### src/rtl/core/rfpa_pkg.sv
// rfpa_pkg: shared types and constants of the replay filtered packet admission block
// holds item and configuration structs, opcode and verdict codes, fsm state encoding
// no dependencies
package rfpa_pkg;

    // port widths
    localparam int ADDR_W    = 6;
    localparam int APB_W     = 64;
    localparam int S_TDATA_W = 168;
    localparam int S_TUSER_W = 8;
    localparam int M_TDATA_W = 24;
    localparam int M_TUSER_W = 3;

    // register indexes (paddr[5:3])
    localparam logic [2:0] REG_LOCAL_MAC      = 3'd0;
    localparam logic [2:0] REG_PROTO_VERSION  = 3'd1;
    localparam logic [2:0] REG_REPLAY_WINDOW  = 3'd2;
    localparam logic [2:0] REG_WEIGHT_MAX     = 3'd3;
    localparam logic [2:0] REG_ACCUM_LIMIT    = 3'd4;
    localparam logic [2:0] REG_POSTURE_THRESH = 3'd5;
    localparam logic [2:0] REG_QUERY_INTERVAL = 3'd6;

    // register reset values
    localparam logic [47:0] RST_LOCAL_MAC      = 48'd0;
    localparam logic [7:0]  RST_PROTO_VERSION  = 8'h02;
    localparam logic [31:0] RST_REPLAY_WINDOW  = 32'd2000000;
    localparam logic [3:0]  RST_WEIGHT_MAX     = 4'd4;
    localparam logic [14:0] RST_ACCUM_LIMIT    = 15'd20;
    localparam logic [14:0] RST_POSTURE_THRESH = 15'd10;
    localparam logic [31:0] RST_QUERY_INTERVAL = 32'd100000;

    // opcodes
    localparam logic [7:0] OPC_SYNC      = 8'h00;
    localparam logic [7:0] OPC_QUERY     = 8'hDE;
    localparam logic [7:0] OPC_ADVERTISE = 8'hAD;
    localparam logic [7:0] OPC_POSTURE   = 8'hCC;
    localparam logic [7:0] OPC_REGSYNC   = 8'h10;

    localparam logic [3:0] WEIGHT_NIBBLE = 4'hF;

    // operation classes
    localparam logic [2:0] CLS_SYNC      = 3'd0;
    localparam logic [2:0] CLS_QUERY     = 3'd1;
    localparam logic [2:0] CLS_ADVERTISE = 3'd2;
    localparam logic [2:0] CLS_POSTURE   = 3'd3;
    localparam logic [2:0] CLS_REGSYNC   = 3'd4;
    localparam logic [2:0] CLS_OTHER     = 3'd5;

    // verdicts
    localparam logic [2:0] VERDICT_OK      = 3'd0;
    localparam logic [2:0] VERDICT_BAD_LEN = 3'd1;
    localparam logic [2:0] VERDICT_SELF    = 3'd2;
    localparam logic [2:0] VERDICT_VERSION = 3'd3;
    localparam logic [2:0] VERDICT_CHECK   = 3'd4;
    localparam logic [2:0] VERDICT_REPLAY  = 3'd5;

    // posture levels
    localparam logic signed [1:0] LEVEL_LOW  = -2'sd1;
    localparam logic signed [1:0] LEVEL_MID  = 2'sd0;
    localparam logic signed [1:0] LEVEL_HIGH = 2'sd1;

    typedef struct packed {
        logic [47:0] local_mac;
        logic [7:0]  protocol_version;
        logic [31:0] replay_window_us;
        logic [3:0]  weight_max;
        logic [14:0] accum_limit;
        logic [14:0] posture_threshold;
        logic [31:0] query_interval_us;
    } cfg_t;

    typedef struct packed {
        logic [47:0]        src_mac;
        logic               length_ok;
        logic [7:0]         version;
        logic [7:0]         opcode;
        logic signed [7:0]  cell_state;
        logic [31:0]        nonce;
        logic               check_ok;
        logic [63:0]        now_us;
    } in_item_t;

    typedef struct packed {
        logic [2:0]         verdict;
        logic [2:0]         op_class;
        logic               query_due;
        logic               posture_update;
        logic signed [1:0]  posture_level;
        logic signed [15:0] accum_value;
    } out_item_t;

    // controller to datapath
    typedef struct packed {
        logic load;   // capture accepted input transaction
        logic quot;   // quotient estimate and prechecks
        logic rem;    // remainder of slot hash
        logic rd;     // slot memory read
        logic eval;   // verdict, write back, output load
        logic clr;    // one step of the clearing pass
    } dp_cmd_t;

    // datapath to controller
    typedef struct packed {
        logic clr_last;
    } dp_status_t;

    typedef enum logic [5:0] {
        ST_CLEAR = 6'b000001,
        ST_IDLE  = 6'b000010,
        ST_QUOT  = 6'b000100,
        ST_REM   = 6'b001000,
        ST_READ  = 6'b010000,
        ST_EVAL  = 6'b100000
    } state_t;

    function automatic logic [2:0] classify(input logic [7:0] op);
        logic [2:0] cls;
        case (op)
            OPC_SYNC:      cls = CLS_SYNC;
            OPC_QUERY:     cls = CLS_QUERY;
            OPC_ADVERTISE: cls = CLS_ADVERTISE;
            OPC_POSTURE:   cls = CLS_POSTURE;
            OPC_REGSYNC:   cls = CLS_REGSYNC;
            default:       cls = CLS_OTHER;
        endcase
        return cls;
    endfunction

endpackage

### src/rtl/core/rfpa_ctrl.sv
// rfpa_ctrl: sequencing state machine and output valid of the admission block
// depends on rfpa_pkg (state_t, dp_cmd_t, dp_status_t)
module rfpa_ctrl (
    input  logic                 clk,
    input  logic                 rst_n,
    input  logic                 s_tvalid,
    output logic                 s_tready,
    output logic                 m_tvalid,
    input  logic                 m_tready,
    output rfpa_pkg::dp_cmd_t    cmd,
    input  rfpa_pkg::dp_status_t status
);

    rfpa_pkg::state_t state_reg;
    rfpa_pkg::state_t state_next;
    logic             out_valid_reg;
    logic             out_valid_next;
    logic             out_free;

    assign out_free = !out_valid_reg || m_tready;
    assign s_tready = (state_reg == rfpa_pkg::ST_IDLE);
    assign m_tvalid = out_valid_reg;

    always_comb
    begin
        state_next = state_reg;
        cmd        = '0;
        case (state_reg)
            rfpa_pkg::ST_CLEAR:
            begin
                cmd.clr = 1'b1;
                if (status.clr_last)
                begin
                    state_next = rfpa_pkg::ST_IDLE;
                end
            end
            rfpa_pkg::ST_IDLE:
            begin
                if (s_tvalid)
                begin
                    cmd.load   = 1'b1;
                    state_next = rfpa_pkg::ST_QUOT;
                end
            end
            rfpa_pkg::ST_QUOT:
            begin
                cmd.quot   = 1'b1;
                state_next = rfpa_pkg::ST_REM;
            end
            rfpa_pkg::ST_REM:
            begin
                cmd.rem    = 1'b1;
                state_next = rfpa_pkg::ST_READ;
            end
            rfpa_pkg::ST_READ:
            begin
                cmd.rd     = 1'b1;
                state_next = rfpa_pkg::ST_EVAL;
            end
            rfpa_pkg::ST_EVAL:
            begin
                // wait here until the output register can take the result
                if (out_free)
                begin
                    cmd.eval   = 1'b1;
                    state_next = rfpa_pkg::ST_IDLE;
                end
            end
            default:
            begin
                state_next = rfpa_pkg::ST_IDLE;
            end
        endcase
    end

    always_comb
    begin
        if (cmd.eval)
        begin
            out_valid_next = 1'b1;
        end
        else if (m_tready)
        begin
            out_valid_next = 1'b0;
        end
        else
        begin
            out_valid_next = out_valid_reg;
        end
    end

    always_ff @(posedge clk or negedge rst_n)
    begin
        if (!rst_n)
        begin
            state_reg     <= rfpa_pkg::ST_CLEAR;
            out_valid_reg <= 1'b0;
        end
        else
        begin
            state_reg     <= state_next;
            out_valid_reg <= out_valid_next;
        end
    end

endmodule

### config.mk
export PLATFORM = sky130hd
export DESIGN_NAME = rfpa_ctrl
export DESIGN_NICKNAME = d
export VERILOG_FILES = /design/src/rtl/core/rfpa_pkg.sv /design/src/rtl/core/rfpa_ctrl.sv
export SDC_FILE = /design/constraint.sdc
export NUM_CORES = 1
export LEC_CHECK = 0
export ABC_AREA = 1
export BUFFER_PORTS_ARGS = -buffer_cell sky130_fd_sc_hd__buf_4
export CAP_MARGIN = 40
export CORE_AREA = 2 2 39 41
export DETAILED_ROUTE_END_ITERATION = 12
export DIE_AREA = 0 0 41 43
export GPL_TIMING_DRIVEN = 0
export PLACE_DENSITY = 0.63
export SLEW_MARGIN = 5
export SYNTH_ARGS = -nofsm -noshare
export SYNTH_HDL_FRONTEND = slang
export SYNTH_SLANG_ARGS = --single-unit
### constraint.sdc
create_clock -name clk -period 1.7 [get_ports clk]
set_clock_uncertainty 0.15 [all_clocks]
set_input_delay 0.085 -clock clk [delete_from_list [all_inputs] [get_ports clk]]
set_output_delay 0.085 -clock clk [all_outputs]
set_load 0.03 [all_outputs]
==> key figures <==
Cells and area
  – Syn-to-layout area delta: 56.8%
  – Max reg flops: 6
  – Share of cells above drive strength 1: 0.434
  – Fillers: 138
  – N_diodes: 0
  – Final core area utilization: 0.476
  – Nets: 89
  – Finished Cell Area: 659 um2

Logic synthesis
  – Netlist cell types: 17
  – Sequential area share after synthesis: 0.420
  – Post-synthesis mux area share: 0
  – Ys Warns: 0
  – Largest family of logic cells by synthesized area: simple AND/OR/NAND/NOR gates
  – Syn Nets: 62
  – Post-Synth XOR/XNOR Area: 0
  – Synth Area in Simple Gates: 0.363
  – Avg Synthesized Cell Area: 7.38 um2
  – Seq cells post-synth: 7
  – Cells after synthesis: 57
  – Post-Syn Area: 420 um2
  – Post-synthesis compound-gate area fraction: 0.0387
  – Synth Area in Adders: 0

STA
  – RSZ-0062 raised after global routing: true
  – Tmin final: 1.66 ns
  – Final period util: 0.974
  – Sum Neg Setup Slack: 0 ns
  – Final Hold Slack: 0.0322 ns
  – Final setup viols: 0
  – Slew HR: 0.889
  – Tightest Pin Transition: 0.166 ns
  – Maximum clock frequency: 604 MHz
  – Slew Limit Fails: 0
  – Final hold vios: 0

Route
  – 1st-pass router iterations: 3
  – Via count: 409
  – Antenna-violating nets left: 0
  – DRT iter0 DRCs: 4
  – DR DRC count: 0
  – Final wirelength: 856 um
  – Wire length per cell: 8.65 um
  – Via density: 4.13

GRT
  – Largest net degree at the start of global routing: 8
  – Met2 GRT Util: 0.169
  – Met3 usage: 0.0314
  – First-pass GRT wire length: 1420 um
  – Overflow after GRT: 0
  – GRT Util Overall: 0.119
  – Initial antenna violation count: 0
  – Busiest grt layer: met2
  – Vias in the first global route: 369
  – Grt met1 use: 0.150

Floorplan
  – Starting Density: 0.304
  – I/O Pins: 13
  – Core footprint: 0.00138 mm2
  – Width of the die: 41 um
  – DIE AREA: 0.00176 mm2
  – Rows: 14
  – Die H: 43 um

Critical path
  – Critical-path cell list: inv_2, nor2_2, nand4_1, nand2_2, nor3_2, buf_4
  – Slowest stage delay, CP: 0.57 ns
  – Arr. time, crit path: 1.42 ns
  – Crit-path max FO: 3
  – Crit path capture type: output pin
  – Cell family with most CP delay: flip-flops
  – Slowest CP cell: dfstp_2
  – Reg2Reg Depth: 7
  – Startpoint types: register
  – Crit path buf inv count: 2
  – CP Class: reg2out
  – Crit path depth: 6
  – Req. time, crit path: 1.46 ns

CTS
  – CTS tree: yes
  – Clock Latency Late Sink: 0.25 ns
  – CTS Buf Count: 3
  – Clk sinks: 7
  – Clock Tree Buf Depth: 2
  – H-tree depth: 1
  – Root Driver: clkbuf_4
  – Register clock-pin slew on the reported worst setup and hold paths: 0.05 ns

Pwr
  – Max VDD drop: 991 uV
  – Pwr Density: 1370 mW/mm2
  – LEAKAGE: 0.410 nW
  – Power, Total: 0.902 mW

Worst hold path
  – Hold Path Class: in2async

Outcome
  – Outcome: finished clean

Placement
  – Placed Area: 531 um2
  – IO buf count: 12
  – Detailed placement HPWL: 604 um
  – RePlAce Congestion: 0.688

Job
  – Max_cap viols: 0
synth_stat cells:
library cell	n	area, um2
nor3_1	2	10.0
nand2_1	6	22.5
nor2_1	8	30.0
nand3_1	3	15.0
inv_1	17	63.8
nor2_4	1	11.3
dfstp_2	1	26.3
nand2_2	1	6.26
and3_1	1	6.26
buf_4	1	7.51
inv_2	1	3.75
o21ai_0	1	5.00
dfrtp_1	6	150
nor2_2	4	25.0
nand3_2	2	20.0
nand4_1	1	6.26
o21bai_2	1	11.3
final cells by class:
type	count	area [um2]	share of cell area
plain buffers	1	7.51	0.0114
flip-flops and latches	7	176	0.268
clock buffers	4	26.3	0.0398
repair buffers	22	175	0.266
well taps	16	20.0	0.0304
inverters	18	67.6	0.102
multi-input cells	31	186	0.283
worst reg2reg max path: cells and delay by family, from the launching register on:
| kind | cells | cell delay (ns) |
|---|---|---|
| compound gates | 1 | 0.06 |
| flops | 1 | 0.57 |
| buf+inv | 3 | 0.24 |
| simple gates | 3 | 0.36 |
worst paths after layout:
path	from	end	slack, ns
worst max-delay path	state_reg[0]	cmd[5]	0.04
worst min-delay path	rst_n	m_tvalid	0.03
worst max register to register	state_reg[0]	state_reg[1]	0.21
worst min register to register	m_tvalid	m_tvalid	0.40
max in group asynchronous	rst_n	state_reg[0]	1.16
min in group clk	m_tvalid	m_tvalid	0.40
through the flow:
step                cells  setup WS, ns
floorplan              57        0.0328
global placement       85         0.329
detailed placement     85         0.311
CTS                    93        0.0277
global route           99       -0.0413
finish                 99        0.0444
routing by layer:
| metal | vias up | share of wire |
|---|---|---|
| met3 | 0 | 0.060 |
| met1 | 178 | 0.44 |
| met2 | 11 | 0.50 |
| met4 | 0 | 0 |
| met5 | - | 0 |
| li1 | 220 | - |
cells in the final DEF, fill, tap and decap left out:
cell and n:
and3_1 1, buf_4 19, clkbuf_1 1, clkbuf_4 3, dfrtp_1 6, dfstp_2 1, dlygate4sd3_1 4, inv_1 16
inv_2 2, nand2_1 6, nand2_2 1, nand3_1 3, nand3_2 2, nand4_1 1, nor2_1 7, nor2_2 3
nor2_4 3, nor3_1 1, nor3_2 1, o21ai_0 1, o21bai_2 1
cell families (layout without fill, tap and decap cells):
group / count (synthesis) / in the layout
compound gates: 2 / 2
buf+inv: 19 / 45
flops: 7 / 7
simple gates: 29 / 29
power by group:
group	total, mW	switching [mW]	internal, mW	leakage [nW]
Sequential	0.246	0.0421	0.203	0.0892
Combinational	0.506	0.294	0.212	0.306
Clock	0.150	0.0609	0.0895	0.0150
Total	0.902	0.397	0.505	0.410
timing repair:
action / in CTS / in global routing
endpoints found under the setup margin: 0 / 2
endpoints found under the hold margin: 11 / 0
hold buffers: 4 / 0
setup buffers: 0 / 6
gates resized for setup: 0 / 5
Note: power is estimated with default switching activity, not from simulation.
