<file path="config.mk">
export PLATFORM = sky130hd
export DESIGN_NAME = rfpa_cfg
export DESIGN_NICKNAME = d
export VERILOG_FILES = /design/src/rtl/core/rfpa_pkg.sv /design/src/rtl/core/rfpa_cfg.sv
export SDC_FILE = /design/constraint.sdc
export NUM_CORES = 1
export LEC_CHECK = 0
export BUFFER_PORTS_ARGS = -buffer_cell sky130_fd_sc_hd__buf_2
export CORE_ASPECT_RATIO = 0.8
export CORE_MARGIN = 4
export CORE_UTILIZATION = 49
export DETAILED_ROUTE_END_ITERATION = 8
export PLACE_DENSITY = 0.79
export SYNTH_ARGS = -nofsm -noshare
export SYNTH_HDL_FRONTEND = slang
export SYNTH_SLANG_ARGS = --single-unit
</file>
<file path="constraint.sdc">
create_clock -name clk -period 2.6 [get_ports clk]
set_clock_uncertainty 0.2 [all_clocks]
set_input_delay 0.52 -clock clk [delete_from_list [all_inputs] [get_ports clk]]
set_output_delay 0.52 -clock clk [all_outputs]
set_load 0.02 [all_outputs]
</file>
<file path="src/rtl/core/rfpa_pkg.sv">
// rfpa_pkg: shared types and constants of the replay filtered packet admission block
// holds item and configuration structs, opcode and verdict codes, fsm state encoding
// no dependencies
package rfpa_pkg;

    // port widths
    localparam int ADDR_W    = 6;
    localparam int APB_W     = 64;
    localparam int S_TDATA_W = 168;
    localparam int S_TUSER_W = 8;
    localparam int M_TDATA_W = 24;
    localparam int M_TUSER_W = 3;

    // register indexes (paddr[5:3])
    localparam logic [2:0] REG_LOCAL_MAC      = 3'd0;
    localparam logic [2:0] REG_PROTO_VERSION  = 3'd1;
    localparam logic [2:0] REG_REPLAY_WINDOW  = 3'd2;
    localparam logic [2:0] REG_WEIGHT_MAX     = 3'd3;
    localparam logic [2:0] REG_ACCUM_LIMIT    = 3'd4;
    localparam logic [2:0] REG_POSTURE_THRESH = 3'd5;
    localparam logic [2:0] REG_QUERY_INTERVAL = 3'd6;

    // register reset values
    localparam logic [47:0] RST_LOCAL_MAC      = 48'd0;
    localparam logic [7:0]  RST_PROTO_VERSION  = 8'h02;
    localparam logic [31:0] RST_REPLAY_WINDOW  = 32'd2000000;
    localparam logic [3:0]  RST_WEIGHT_MAX     = 4'd4;
    localparam logic [14:0] RST_ACCUM_LIMIT    = 15'd20;
    localparam logic [14:0] RST_POSTURE_THRESH = 15'd10;
    localparam logic [31:0] RST_QUERY_INTERVAL = 32'd100000;

    // opcodes
    localparam logic [7:0] OPC_SYNC      = 8'h00;
    localparam logic [7:0] OPC_QUERY     = 8'hDE;
    localparam logic [7:0] OPC_ADVERTISE = 8'hAD;
    localparam logic [7:0] OPC_POSTURE   = 8'hCC;
    localparam logic [7:0] OPC_REGSYNC   = 8'h10;

    localparam logic [3:0] WEIGHT_NIBBLE = 4'hF;

    // operation classes
    localparam logic [2:0] CLS_SYNC      = 3'd0;
    localparam logic [2:0] CLS_QUERY     = 3'd1;
    localparam logic [2:0] CLS_ADVERTISE = 3'd2;
    localparam logic [2:0] CLS_POSTURE   = 3'd3;
    localparam logic [2:0] CLS_REGSYNC   = 3'd4;
    localparam logic [2:0] CLS_OTHER     = 3'd5;

    // verdicts
    localparam logic [2:0] VERDICT_OK      = 3'd0;
    localparam logic [2:0] VERDICT_BAD_LEN = 3'd1;
    localparam logic [2:0] VERDICT_SELF    = 3'd2;
    localparam logic [2:0] VERDICT_VERSION = 3'd3;
    localparam logic [2:0] VERDICT_CHECK   = 3'd4;
    localparam logic [2:0] VERDICT_REPLAY  = 3'd5;

    // posture levels
    localparam logic signed [1:0] LEVEL_LOW  = -2'sd1;
    localparam logic signed [1:0] LEVEL_MID  = 2'sd0;
    localparam logic signed [1:0] LEVEL_HIGH = 2'sd1;

    typedef struct packed {
        logic [47:0] local_mac;
        logic [7:0]  protocol_version;
        logic [31:0] replay_window_us;
        logic [3:0]  weight_max;
        logic [14:0] accum_limit;
        logic [14:0] posture_threshold;
        logic [31:0] query_interval_us;
    } cfg_t;

    typedef struct packed {
        logic [47:0]        src_mac;
        logic               length_ok;
        logic [7:0]         version;
        logic [7:0]         opcode;
        logic signed [7:0]  cell_state;
        logic [31:0]        nonce;
        logic               check_ok;
        logic [63:0]        now_us;
    } in_item_t;

    typedef struct packed {
        logic [2:0]         verdict;
        logic [2:0]         op_class;
        logic               query_due;
        logic               posture_update;
        logic signed [1:0]  posture_level;
        logic signed [15:0] accum_value;
    } out_item_t;

    // controller to datapath
    typedef struct packed {
        logic load;   // capture accepted input transaction
        logic quot;   // quotient estimate and prechecks
        logic rem;    // remainder of slot hash
        logic rd;     // slot memory read
        logic eval;   // verdict, write back, output load
        logic clr;    // one step of the clearing pass
    } dp_cmd_t;

    // datapath to controller
    typedef struct packed {
        logic clr_last;
    } dp_status_t;

    typedef enum logic [5:0] {
        ST_CLEAR = 6'b000001,
        ST_IDLE  = 6'b000010,
        ST_QUOT  = 6'b000100,
        ST_REM   = 6'b001000,
        ST_READ  = 6'b010000,
        ST_EVAL  = 6'b100000
    } state_t;

    function automatic logic [2:0] classify(input logic [7:0] op);
        logic [2:0] cls;
        case (op)
            OPC_SYNC:      cls = CLS_SYNC;
            OPC_QUERY:     cls = CLS_QUERY;
            OPC_ADVERTISE: cls = CLS_ADVERTISE;
            OPC_POSTURE:   cls = CLS_POSTURE;
            OPC_REGSYNC:   cls = CLS_REGSYNC;
            default:       cls = CLS_OTHER;
        endcase
        return cls;
    endfunction

endpackage

</file>
<file path="src/rtl/core/rfpa_cfg.sv">
// rfpa_cfg: apb register file for the admission block configuration
// depends on rfpa_pkg (cfg_t, register indexes and reset values)
module rfpa_cfg (
    input  logic                        clk,
    input  logic                        rst_n,
    input  logic                        psel,
    input  logic                        penable,
    input  logic                        pwrite,
    input  logic [rfpa_pkg::ADDR_W-1:0] paddr,
    input  logic [rfpa_pkg::APB_W-1:0]  pwdata,
    output logic [rfpa_pkg::APB_W-1:0]  prdata,
    output logic                        pready,
    output rfpa_pkg::cfg_t              cfg
);

    rfpa_pkg::cfg_t cfg_reg;
    rfpa_pkg::cfg_t cfg_next;
    logic           wr_en;
    logic [2:0]     reg_idx;

    assign pready  = 1'b1;
    assign wr_en   = psel & penable & pwrite & pready;
    assign reg_idx = paddr[5:3];
    assign cfg     = cfg_reg;

    always_comb
    begin
        cfg_next = cfg_reg;
        if (wr_en)
        begin
            case (reg_idx)
                rfpa_pkg::REG_LOCAL_MAC:      cfg_next.local_mac         = pwdata[47:0];
                rfpa_pkg::REG_PROTO_VERSION:  cfg_next.protocol_version  = pwdata[7:0];
                rfpa_pkg::REG_REPLAY_WINDOW:  cfg_next.replay_window_us  = pwdata[31:0];
                rfpa_pkg::REG_WEIGHT_MAX:     cfg_next.weight_max        = pwdata[3:0];
                rfpa_pkg::REG_ACCUM_LIMIT:    cfg_next.accum_limit       = pwdata[14:0];
                rfpa_pkg::REG_POSTURE_THRESH: cfg_next.posture_threshold = pwdata[14:0];
                rfpa_pkg::REG_QUERY_INTERVAL: cfg_next.query_interval_us = pwdata[31:0];
                default: ;
            endcase
        end
    end

    always_ff @(posedge clk or negedge rst_n)
    begin
        if (!rst_n)
        begin
            cfg_reg.local_mac         <= rfpa_pkg::RST_LOCAL_MAC;
            cfg_reg.protocol_version  <= rfpa_pkg::RST_PROTO_VERSION;
            cfg_reg.replay_window_us  <= rfpa_pkg::RST_REPLAY_WINDOW;
            cfg_reg.weight_max        <= rfpa_pkg::RST_WEIGHT_MAX;
            cfg_reg.accum_limit       <= rfpa_pkg::RST_ACCUM_LIMIT;
            cfg_reg.posture_threshold <= rfpa_pkg::RST_POSTURE_THRESH;
            cfg_reg.query_interval_us <= rfpa_pkg::RST_QUERY_INTERVAL;
        end
        else
        begin
            cfg_reg <= cfg_next;
        end
    end

    always_comb
    begin
        case (reg_idx)
            rfpa_pkg::REG_LOCAL_MAC:      prdata = {16'd0, cfg_reg.local_mac};
            rfpa_pkg::REG_PROTO_VERSION:  prdata = {56'd0, cfg_reg.protocol_version};
            rfpa_pkg::REG_REPLAY_WINDOW:  prdata = {32'd0, cfg_reg.replay_window_us};
            rfpa_pkg::REG_WEIGHT_MAX:     prdata = {60'd0, cfg_reg.weight_max};
            rfpa_pkg::REG_ACCUM_LIMIT:    prdata = {49'd0, cfg_reg.accum_limit};
            rfpa_pkg::REG_POSTURE_THRESH: prdata = {49'd0, cfg_reg.posture_threshold};
            rfpa_pkg::REG_QUERY_INTERVAL: prdata = {32'd0, cfg_reg.query_interval_us};
            default:                      prdata = '0;
        endcase
    end

endmodule

</file>
==> results, run 1 <==
- The number of buffers created by CTS is 17.
- The effective utilization at floorplan is 50.5%.
- The run finished with clean final reports.
- Per report_power, the clock group accounts for 32.1% of the total.
- The clock transition at the register clock pins on the worst setup and hold paths after CTS is 60 ps.
- The final non-filler cell total is 1022.
- For this design, the slowest cell found on the critical path is sky130_fd_sc_hd__mux2_2.
- The average wire per standard cell is 19.7 µm.
- The total wire length after detailed routing is 20.1 mm.
- During synthesis, Yosys emitted a total of 0 warnings.
- The total I/O pin count is 294.
- The worst-case IR drop observed on VDD is 0.000510 V.
- The floorplan has 39 rows.
- The area growth from synthesis to final layout is 30.4%.
- Among cell families on the critical path, the largest total delay comes from buffers and inverters.
- The reported max-cap violation count is 0.
- The clock reaches the later pin of the worst-skew pair after 410 ps.
- The area occupied by multi-input gates is 3120 µm².
- STA classifies the critical path endpoint as an output pin.
- The die height is 117 µm.
- The sequential cell fraction of total power is 40.3%.
- The switching power of the nets is 2.66 mW.
- In the post-synthesis netlist, the biggest area contributors are sky130_fd_sc_hd__dfrtp_1, sky130_fd_sc_hd__mux2_2, sky130_fd_sc_hd__dfstp_2, sky130_fd_sc_hd__mux2_1, sky130_fd_sc_hd__buf_4.
- Hold is met by 138 ps.
- The layout has 1084 filler cells.
- The estimated wirelength of the detail-placed design is 14.7 mm.
- The most prevalent standard cell on the critical path is sky130_fd_sc_hd__buf_2.
- The detailed router placed 5530 vias in this run.
- The unique cell type count in the Yosys netlist is 36.
- 0 antenna diodes ended up in the layout.
- Registers take 3880 µm².
- The fraction of power consumed by combinational cells is 27.6%.
- The total congestion overflow is 0.
- The H-tree was split into 4 levels.
- The CTS root buffer is sky130_fd_sc_hd__clkbuf_16.
- The largest total area in the synthesized netlist belongs to sky130_fd_sc_hd__dfrtp_1.
- At the end of the flow, the number of nets in the layout was 900.
- The number of synthesized flops with an enable pin is 0.
- Data on the critical path arrives at its endpoint at 1790 ps.
- For this run, the top clock speed supported by timing is 399 MHz.
- The internal cell power is 5.50 mW.
- The switching part of the total power is 32.6%.
- Synthesis inferred 154 register bits.
- The number of hold violations in the final report is 0.
- The number of flip-flops under the largest register name is 154.
- The cell count after synthesis came out at 551.
- The post-CTS setup-driven buffer insertion count is 0.
- The worst path meets setup with 93.2 ps of slack.
- At the worst endpoint, the required time is 1880 ps.
- Setup violations remaining at the end of the flow were counted as 0.
- The die covers 16900 µm².
- Of the cells placed in the final design, the portion with a size suffix greater than 1 is 60.9%.
- The ratio of final minimum period to clock period is 96.4%.
- For this run, design rule violations remaining after detail routing come to 0.
- Sequential elements use 53.1% of the synthesized area.
- Traced cell by cell, the critical path runs through buf_2 > buf_4 > mux2_2 > nand2_1 > o221ai_1 > buf_2.
- The critical path launch point type is an input port.
- The power per cell area is 858 nW/µm².
- The maximum root-to-sink buffer count is 2.
- The number of placed instances with taps included is 989.
- Across every metal layer, demand over resource in global routing totals 24.1%.
- The largest fanout of any net on the critical path is 17.
- The initial antenna violation count is 0.
- The first global-routing pass estimated 31.5 mm of wire.
- In the synthesized netlist the async set-or-reset flop fraction comes to 100%.
- Summing all non-filler instances in the final layout gives an area of 9510 µm².
- The leading register cell type out of synthesis is sky130_fd_sc_hd__dfrtp_1.
- For this design, the sink count on the clock tree is 154.
- The routed via count divided by cell count is 5.41.
- The via count of the first global-routing pass is 5922.
- The area of the core region is 14400 µm².
- The first detailed-routing pass ran for 4 iterations.
- The pin count of the biggest net entering global routing is 56.
- The final max-slew violation count was 0.
- Dividing the synthesized area by the synthesized cell count gives 13.2 µm².
- The standby leakage power is 4.86 nW.
- The worst hold path belongs to the class input port to flop.
- Summing all placed instances gives a cell area of 8870 µm².
- The share of synthesized area in the top cell type comes to 46.3%.
- The shortest clock period the worst path allows after layout is 2510 ps.
- The die is 144 µm wide.
- The TritonCTS clock tree is done.
- The cell area that synthesis handed to floorplanning was 7300 µm².
- Setup repair after global routing could not meet its margin everywhere.
- Input and output buffers added on the ports amount to 257.
- The worst slack at placement is 85.0 ps.
- The detailed router finished its first iteration with 266 violations.
- The congestion estimate from routability-driven global placement came to 0.857.
- The delay of the slowest cell on the worst path is 350 ps.
- The critical setup path kind is input port to output pin.
- The number of antenna-violating nets in the routed design is 0.
- The number of buffers and inverters on the critical path is 3.
==> area by class of cell <==
| class | instances | area share, % |
|---|---|---|
| sequential | 154 | 40.8 |
| multi-input combinational | 357 | 32.8 |
| timing repair buffer | 292 | 17.3 |
| clock buffer | 22 | 4.88 |
| tap | 184 | 2.42 |
| clock inverter | 10 | 1.72 |
| inverter | 3 | 0.118 |
==> kinds of logic after synthesis <==
family          Yosys count  share of synthesized area, %
compound gates           57                          5.13
buf+inv                  55                          5.02
flops                   154                          53.1
mux                     194                          30.0
other cells               2                         0.103
simple gates             89                          6.62
==> worst paths after layout <==
path | startpoint | end | slack [ps] | depth (start not counted)
max | paddr[5] | prdata[6] | 90 | 6
min | pwdata[43] | cfg[149] | 140 | 2
max reg2reg | cfg[130] | cfg[130] | 1550 | 1
min reg2reg | cfg[131] | cfg[131] | 310 | 1
max in group asynchronous | rst_n | cfg[99] | 1050 | 3
min in group asynchronous | rst_n | cfg[54] | 430 | 2
==> timing repair <==
action / in CTS / in global routing
hold buffers: 1 / 0
endpoints found under the hold margin: 42 / 0
endpoints found under the setup margin: 0 / 4
resized for setup: 0 / 1
==> power groups by stage <==
stage / combinational (mW) / clock [mW] / sequential, mW
after CTS: 2.28 / 2.67 / 3.28
final: 2.25 / 2.62 / 3.29
after detailed placement: 2.27 / 0 / 3.32
after floorplan: 0.831 / 0 / 3.83
after global routing: 2.42 / 2.76 / 3.35
after global placement: 2.21 / 0 / 3.28
==> cells in the mapped netlist (4+ instances only) <==
master,instances
sky130_fd_sc_hd__mux2_2,163
sky130_fd_sc_hd__dfrtp_1,135
sky130_fd_sc_hd__nand2_1,40
sky130_fd_sc_hd__buf_4,27
sky130_fd_sc_hd__a21oi_1,26
sky130_fd_sc_hd__mux2_1,23
sky130_fd_sc_hd__dfstp_2,19
sky130_fd_sc_hd__and2_1,17
sky130_fd_sc_hd__buf_2,11
sky130_fd_sc_hd__clkbuf_1,9
sky130_fd_sc_hd__a22oi_1,8
sky130_fd_sc_hd__mux2i_1,7
sky130_fd_sc_hd__nor2_1,6
sky130_fd_sc_hd__o221ai_1,6
sky130_fd_sc_hd__and3b_1,5
sky130_fd_sc_hd__nor2b_1,5
sky130_fd_sc_hd__a32oi_1,4
sky130_fd_sc_hd__and3_1,4
sky130_fd_sc_hd__nor2_2,4
sky130_fd_sc_hd__o22ai_1,4
==> per-stage QoR <==
| step | TNS, ps | power (mW) | util (%) |
|---|---|---|---|
| after floorplan | 0 | 4.66 | - |
| after global placement | 0 | 5.49 | 61.4 |
| after detailed placement | 0 | 5.59 | 61.4 |
| after CTS | 0 | 8.23 | 65.8 |
| after global routing | -6.08 | 8.54 | 65.9 |
| final | 0 | 8.16 | 65.9 |
==> metal layers <==
| metal | part of all wire [%] | track usage, % | vias to the layer above | wire (µm) |
|---|---|---|---|---|
| met5 | 0 | 0 | - | 0 |
| met4 | 1.5 | 7.46 | 0 | 293 |
| met2 | 51 | 41.2 | 219 | 10200 |
| li1 | - | - | 2486 | - |
| met3 | 6.7 | 6.30 | 25 | 1340 |
| met1 | 41 | 30.4 | 2800 | 8330 |
==> layout by cell type, fill, tap and decap left out, types with 2 or more instances in the layout <==
cell | Yosys | final
sky130_fd_sc_hd__buf_2 | 11 | 255
sky130_fd_sc_hd__mux2_2 | 163 | 163
sky130_fd_sc_hd__dfrtp_1 | 135 | 135
sky130_fd_sc_hd__nand2_1 | 40 | 40
sky130_fd_sc_hd__buf_4 | 27 | 27
sky130_fd_sc_hd__a21oi_1 | 26 | 26
sky130_fd_sc_hd__mux2_1 | 23 | 23
sky130_fd_sc_hd__dfstp_2 | 19 | 19
sky130_fd_sc_hd__and2_1 | 17 | 17
sky130_fd_sc_hd__conb_1 | 2 | 17
sky130_fd_sc_hd__clkbuf_16 | 0 | 17
sky130_fd_sc_hd__a22oi_1 | 8 | 8
sky130_fd_sc_hd__mux2i_1 | 7 | 7
sky130_fd_sc_hd__buf_12 | 0 | 7
sky130_fd_sc_hd__o221ai_1 | 6 | 6
sky130_fd_sc_hd__nor2_1 | 6 | 6
sky130_fd_sc_hd__nor2b_1 | 5 | 5
sky130_fd_sc_hd__and3b_1 | 5 | 5
sky130_fd_sc_hd__o22ai_1 | 4 | 4
sky130_fd_sc_hd__and3_1 | 4 | 4
sky130_fd_sc_hd__a32oi_1 | 4 | 4
sky130_fd_sc_hd__nor2_4 | 2 | 4
sky130_fd_sc_hd__bufinv_16 | 0 | 4
sky130_fd_sc_hd__inv_1 | 3 | 3
sky130_fd_sc_hd__o21a_1 | 3 | 3
sky130_fd_sc_hd__a221oi_1 | 3 | 3
sky130_fd_sc_hd__clkbuf_1 | 9 | 3
sky130_fd_sc_hd__nand2b_1 | 2 | 2
sky130_fd_sc_hd__nor2_2 | 4 | 2
sky130_fd_sc_hd__clkbuf_8 | 0 | 2
sky130_fd_sc_hd__inv_6 | 0 | 2
sky130_fd_sc_hd__clkinv_2 | 0 | 2
(Power assumes the default switching activity.)
==> run 2: changes to the inputs <==
- CORE_ASPECT_RATIO: 0.8 -> 0.5
==> run 2 against run 1 <==
Effect of this change: setup slack gained 38 ps; routed wire length shrank 3.3%; first-iteration DRC count is 12% higher; via count grew 1.2%; hold slack lost 2.3 ps; cell area decreased by 0.45%; fmax rose by 1.5%; sequential share of layout area grew 0.18 points; sequential cell count unchanged; core utilization shrank 0.58 points.
==> results, run 2 (synthesis results as in run 1) <==
- The average wire per standard cell is 18.8 µm (-4.3%).
- The critical path in this run is classified as input port to output pin.
- The minimum setup slack among reg-to-reg paths was 1580 ps (+30 ps).
- The global-route wire length before repair is 30.2 mm (-3.9%).
- The number of flip-flops under the largest register name is 154 (unchanged).
- Leaving out fill and tap cells, the most frequent cell in the layout is sky130_fd_sc_hd__buf_2.
- The number of buffers added on ports is 257 (unchanged).
- The final non-filler cell total is 1033 (+1.1%).
- The final design instance area without fill was 9470 µm² (-0.45%).
- The final weighted congestion in routability-driven placement came to 0.908 (+6.0%).
- The number of nets in the layout is 897 (-0.33%).
- The reported max-cap violation count is 0 (unchanged).
- The delay of the slowest cell on the worst path was 360 ps (about the same).
- The endpoint required time on the critical path is 1880 ps (about the same).
- The clock latency at the later pin of the worst-skew pair was 400 ps (about the same).
- The total I/O pin count is 294 (unchanged).
- The number of buffers created by CTS is 17 (unchanged).
- The total number of vias is 5595 (+1.2%).
- The area of the core region came to 14500 µm² (+0.43%).
- The global router's overall resource usage is 22.3% (-1.8 points).
- The largest fanout of any net on the critical path is 43 (+26).
- The startpoint of the lowest-slack register-to-register path is cfg[132].
- The DRC violation total after the first TritonRoute iteration was 298 (+12%).
- The data arrival time of the worst path is 1750 ps (-40 ps).
- The signal on the critical path passes through buf_2 > buf_12 > mux2_2 > a21oi_1 > o221ai_1 > buf_2.
- The total power after layout was 7.91 mW (-3.1%).
- The power per cell area was 835 nW/µm² (-2.6%).
- The TritonCTS clock tree is done.
- The diode insertion count for antenna repair is 0 (unchanged).
- Setup repair after global routing left no endpoint under its margin.
- The library cells used most frequently in the layout, excluding fill and tap cells, are sky130_fd_sc_hd__buf_2, sky130_fd_sc_hd__mux2_2, sky130_fd_sc_hd__dfrtp_1, sky130_fd_sc_hd__nand2_1, sky130_fd_sc_hd__a21oi_1.
- The post-route DRC violation count is 0 (unchanged).
- The number of setup violations in the final report was 0 (unchanged).
- The endpoint identified for the worst register-to-register timing path is cfg[132].
- The maximum clock rate is 405 MHz (+1.5%).
- The total congestion overflow is 0 (unchanged).
- The effective utilization at floorplan came to 50.3% (-0.22 points).
- The number of rows in the core area is 31 (-21%).
- The share of final-layout standard cells stronger than drive strength 1 came to 61.2% (+0.34 points).
- The setup slack of the critical path after layout was 131 ps (+38.2 ps).
- The standby leakage power is 4.81 nW (-1.1%).
- In this run the worst hold path is classified as input port to flop.
- The ratio of final minimum period to clock period was 94.9% (-1.5 points).
- The final max-slew violation count is 0 (unchanged).
- The count of cells along the worst hold path is 2 (unchanged).
- The clock transition at the register clock pins on the worst setup and hold paths after CTS is 60 ps (about the same).
- The maximum root-to-sink buffer count is 2 (unchanged).
- The critical-path cell with the highest stage delay is sky130_fd_sc_hd__mux2_2.
- The cell that appears most often on the critical path is sky130_fd_sc_hd__buf_2.
- The number of placed instances with taps included is 1000 (+1.1%).
- The largest voltage drop on the vdd net is 0.000376 V (-26%).
- The length of routed wiring on met1 is 7.90 mm (-5.1%).
- The met3 wirelength from detailed routing was 1.19 mm (-11%).
- The placed instance area is 8880 µm² (about the same).
- The number of antenna-violating nets in the routed design is 0 (unchanged).
- The tightest slew margin relative to the limit is 63.6%.
- The number of fill cells in the layout was 1095 (+1.0%).
- The number of cells on the worst reg-to-reg path is 1 (unchanged).
- The flow ran to the end, and the final reports show no timing, DRC or antenna violations.
- The initial antenna violation count was 0 (unchanged).
- The via count of the first global-routing pass is 5557 (-6.2%).
- The estimated wirelength of the detail-placed design is 13.9 mm (-5.3%).
- The number of hold violations in the final report was 0 (unchanged).
- The TritonCTS sink count is 154 (unchanged).
- The routed via count divided by cell count is 5.42 (about the same).
- The worst slack at placement was 23.8 ps (-61.2 ps).
- The area growth from synthesis to final layout is 29.8%.
- The sum of negative setup slack was 0 ps (unchanged).
- The width of the chip came to 181 µm (+25%).
- The sum of met2 wire segment lengths after detailed routing is 10.0 mm (-1.4%).
- The detailed-router iteration count before antenna repair was 5 (+1).
- The die outline area is 17000 µm² (+0.63%).
- The die height is 94.3 µm (-20%).
- The shortest clock period the worst path allows after layout is 2470 ps (-38.2 ps).
- The kind of end point of the critical path is an output pin.
- The top layer reached by signal wires is met4.
- The beginning of the worst hold path is pwdata[34].
- The worst hold path terminates at cfg[140].
- The cell sitting at the root of the clock tree is a sky130_fd_sc_hd__clkbuf_16.
- The slew of the pin with the lowest slew margin is 545 ps.
- The number of H-tree levels is 4 (unchanged).
- The critical path launch point type is an input port.
- The total wire length after detailed routing is 19.5 mm (-3.3%).
- The pin count of the biggest net entering global routing is 59 (+5.4%).
## run 2: cell count changes in the layout (fill, tap and decap cells not counted), moves of 2 or more
cell and change:
sky130_fd_sc_hd__nor2b_2 +2, sky130_fd_sc_hd__buf_4 -3, sky130_fd_sc_hd__nor2b_1 -2, sky130_fd_sc_hd__clkbuf_1 -2
sky130_fd_sc_hd__clkinvlp_4 +4, sky130_fd_sc_hd__bufinv_16 -3
## run 2: how the worst max path moves through the flow
stage,start,endpoint,cells past startpoint
finish,paddr[4],prdata[1],6
global route,paddr[5],prdata[8],6
CTS,paddr[3],prdata[1],6
detailed placement,paddr[3],prdata[1],6
global placement,paddr[3],prdata[0],6
floorplan,paddr[4],prdata[32],6
## run 2: area by class of cell
type / instances / area [µm²] / share of cell area [%]
inverter: 3 / 11.3 / 0.119
timing repair buffer: 289 / 1640 / 17.3
tap: 198 / 248 / 2.62
clock inverter: 12 / 116 / 1.23
clock buffer: 20 / 457 / 4.82
sequential: 154 / 3880 / 40.9
multi-input combinational: 357 / 3120 / 33.0
## run 2: metrics by stage
| stage | hold slack [ps] | utilization, % |
|---|---|---|
| 6_report | 136 | 65.3 |
| 5_1_grt | 121 | 65.3 |
| 4_1_cts | 127 | 65.2 |
| 3_5_place_dp | 299 | 61.2 |
| 3_3_place_gp | 284 | 61.2 |
| 2_1_floorplan | 24.4 | - |
## run 2: worst max-delay path, delay by kind of cell
family                 cells  cell delay [ps]
AO/OA/AOI/OAI              2              320
multiplexers               1              360
buffers and inverters      3              510
## run 2: power breakdown
part | internal (mW) | switching, mW | total (mW) | leakage, nW
registers | 2.91 | 0.358 | 3.27 | 1.92
clock network | 1.38 | 1.01 | 2.39 | 0.266
logic | 0.923 | 1.32 | 2.24 | 2.62
total | 5.21 | 2.69 | 7.91 | 4.81
## run 2: metal layers
metal | global-route usage, % | up-vias
li1 | - | 2493
met1 | 27.7 | 2836
met2 | 39.5 | 228
met3 | 5.07 | 38
met4 | 6.60 | 0
met5 | 0 | -
## run 2: what timing repair did
item / CTS / global route
hold buffers: 1 / 0
gates resized for setup: 1 / 2
buffers inserted: 0 / 0
endpoints found under the hold margin: 49 / 0
endpoints found under the setup margin: 1 / 2
==> run 3: changes to the inputs <==
- CORE_UTILIZATION: 49 -> 50
- PLACE_DENSITY: 0.79 -> 0.8
- clock period: 2.6 -> 3.05 ns (I/O delays scaled with it)
==> run 3 against run 2 <==
Effect of this change: clock power decreased by 17%; critical path type unchanged; sequential share of layout area increased by 0.52 points; critical path depth increased by 1; power decreased by 16%; cell count decreased by 1.2%; first-iteration DRC count decreased by 18%; die area decreased by 1.9%; via count decreased by 1.8%; non-clock buffer count decreased by 6; sequential power decreased by 15%.
==> results, run 3 (synthesis results as in run 1) <==
- The flow ran to the end, and the final reports show no timing, DRC or antenna violations.
- The final weighted congestion in routability-driven placement is 0.843 (-7.2%).
- The sum of negative setup slack came to 0 ps (unchanged).
- The via count of the first global-routing pass is 5613 (+1.0%).
- The reported max-cap violation count is 0 (unchanged).
- The placed instance area was 8790 µm² (-1.0%).
- The DRC violation total after the first TritonRoute iteration is 243 (-18%).
- The class of the tightest hold or removal check is input port to flop.
- The critical path launch point type is an input port.
- The post-CTS setup-driven buffer insertion count came to 0 (unchanged).
- The sum of met2 wire segment lengths after detailed routing came to 9.70 mm (-3.3%).
- The die height is 93.4 µm (-0.92%).
- The tightest slew margin relative to the limit was 61.1% (-2.5 points).
- The count of instances resized after the clock tree is built is 0 (-1).
- The total I/O pin count is 294 (unchanged).
- The diode insertion count for antenna repair is 0 (unchanged).
- The slew of the pin with the lowest slew margin was 583 ps (+37.6 ps).
- The number of buffers created by CTS is 17 (unchanged).
- The most common library cell in the layout ignoring fill and taps is sky130_fd_sc_hd__buf_2.
- The final design instance area without fill is 9350 µm² (-1.3%).
- The area growth from synthesis to final layout is 28.2%.
- The cell sitting at the root of the clock tree is a sky130_fd_sc_hd__clkbuf_16.
- The power per cell area is 714 nW/µm² (-15%).
- The share of final-layout standard cells stronger than drive strength 1 is 60.7% (-0.52 points).
- The number of H-tree levels came to 4 (unchanged).
- The average wire per standard cell came to 19.2 µm (+2.0%).
- The critical setup path kind is input port to output pin.
- The standby leakage power came to 4.77 nW (-0.85%).
- The initial antenna violation count was 0 (unchanged).
- The pin count of the biggest net entering global routing is 71 (+20%).
- The maximum root-to-sink buffer count is 2 (unchanged).
- The estimated wirelength of the detail-placed design is 14.0 mm (+0.31%).
- The effective utilization at floorplan came to 52.4% (+2.1 points).
- The number of nets in the layout is 891 (-0.67%).
- The worst path uses 91.2% of the clock period.
- The total congestion overflow came to 0 (unchanged).
- The global router's overall resource usage is 23.3% (+0.99 points).
- After detailed routing, no signal wire sits above met4.
- The number of rows in the core area came to 30 (-3.2%).
- The TritonCTS clock tree is done.
- The number of placed instances with taps included came to 988 (-1.2%).
- The data arrival time of the worst path is 1970 ps (+220 ps).
- The post-route DRC violation count is 0 (unchanged).
- The number of flip-flops under the largest register name is 154 (unchanged).
- The global-route wire length before repair is 30.7 mm (+1.3%).
- The width of the chip is 179 µm (-0.96%).
- The detailed-router iteration count before antenna repair is 4 (-1).
- The area of the core region is 13900 µm² (-4.0%).
- In the layout the commonest cells are sky130_fd_sc_hd__buf_2, sky130_fd_sc_hd__mux2_2, sky130_fd_sc_hd__dfrtp_1, sky130_fd_sc_hd__nand2_1, sky130_fd_sc_hd__a21oi_1.
- The final non-filler cell total is 1021 (-1.2%).
- The endpoint required time on the critical path is 2240 ps (+360 ps).
- The number of buffers added on ports is 257 (unchanged).
- The largest voltage drop on the vdd net is 0.000346 V (-7.9%).
- The final max-slew violation count came to 0 (unchanged).
- The clock latency at the later pin of the worst-skew pair came to 400 ps (about the same).
- The number of hold violations in the final report was 0 (unchanged).
- Subtracting the final worst setup slack from the clock period gives 2780 ps.
- The core occupancy in the finished layout is 67.2% (+1.9 points).
- The length of routed wiring on met1 came to 8.26 mm (+4.4%).
- The worst setup path is captured at an output pin.
- The routed via count divided by cell count was 5.38 (-0.61%).
- The number of antenna-violating nets in the routed design was 0 (unchanged).
- The total number of vias is 5496 (-1.8%).
- The die outline area was 16700 µm² (-1.9%).
- The TritonCTS sink count is 154 (unchanged).
- The clock transition at the register clock pins on the worst setup and hold paths after CTS is 70 ps (about the same).
- The maximum clock rate is 360 MHz.
- The total wire length after detailed routing came to 19.6 mm (+0.80%).
- The largest fanout of any net on the critical path came to 16 (-63%).
- The number of setup violations in the final report is 0 (unchanged).
- The met3 wirelength from detailed routing was 1.22 mm (+2.9%).
- Setup repair after global routing left no endpoint under its margin.
run 3: cell types whose count changed in the layout (fill, tap and decap cells not counted):
cell	before	now
sky130_fd_sc_hd__buf_4	24	20
sky130_fd_sc_hd__clkinv_4	2	6
sky130_fd_sc_hd__buf_12	8	5
sky130_fd_sc_hd__buf_2	255	256
sky130_fd_sc_hd__nor2b_1	3	5
sky130_fd_sc_hd__bufinv_16	1	0
sky130_fd_sc_hd__inv_6	3	5
sky130_fd_sc_hd__clkinvlp_4	5	1
sky130_fd_sc_hd__clkbuf_8	2	1
sky130_fd_sc_hd__nor2b_2	2	0
run 3: worst max-delay path: stages:
cell and delay (ps):
sky130_fd_sc_hd__buf_2 320, sky130_fd_sc_hd__buf_4 250, sky130_fd_sc_hd__buf_4 190, sky130_fd_sc_hd__and3b_1 170, sky130_fd_sc_hd__a21oi_1 40, sky130_fd_sc_hd__o22ai_1 170, sky130_fd_sc_hd__buf_2 200
run 3: per-stage QoR:
step	setup WS [ps]	power [mW]	hold slack, ps
6_report	270	6.67	218
5_1_grt	181	7.00	202
4_1_cts	256	6.72	213
3_5_place_dp	255	4.74	297
3_3_place_gp	301	4.68	285
2_1_floorplan	508	3.98	114
run 3: routing by layer:
layer  GRT usage (%)  vias up
li1                -     2472
met1            29.3     2781
met2            40.1      207
met3            5.29       36
met4            7.59        0
met5               0        -
run 3: final cells by class:
type,instances,area (µm²)
clock buffers,19,443
repair buffers,283,1550
well taps,192,240
inverters,3,11.3
clock inverters,13,109
flip-flops and latches,154,3880
multi-input cells,357,3120
fillers,1039,4570
run 3: repair_timing:
item / in CTS / in global routing
endpoints found under the setup margin: 0 / 0
hold endpoints to repair: 47 / 0
hold buffers: 1 / 0
run 3: final timing paths:
check | startpoint | endpoint | slack, ps | depth (start not counted)
max | paddr[5] | prdata[10] | 270 | 7
min | pwdata[40] | cfg[146] | 220 | 2
max reg2reg | cfg[133] | cfg[133] | 2000 | 1
min reg2reg | cfg[118] | cfg[118] | 310 | 1
max in group asynchronous | rst_n | cfg[7] | 1310 | 3
min in group asynchronous | rst_n | cfg[67] | 510 | 2
run 3: report_power, final:
part | total (mW) | switching (mW) | internal, mW
Sequential | 2.78 | 0.299 | 2.48
Clock | 1.98 | 0.897 | 1.08
Combinational | 1.91 | 1.13 | 0.779
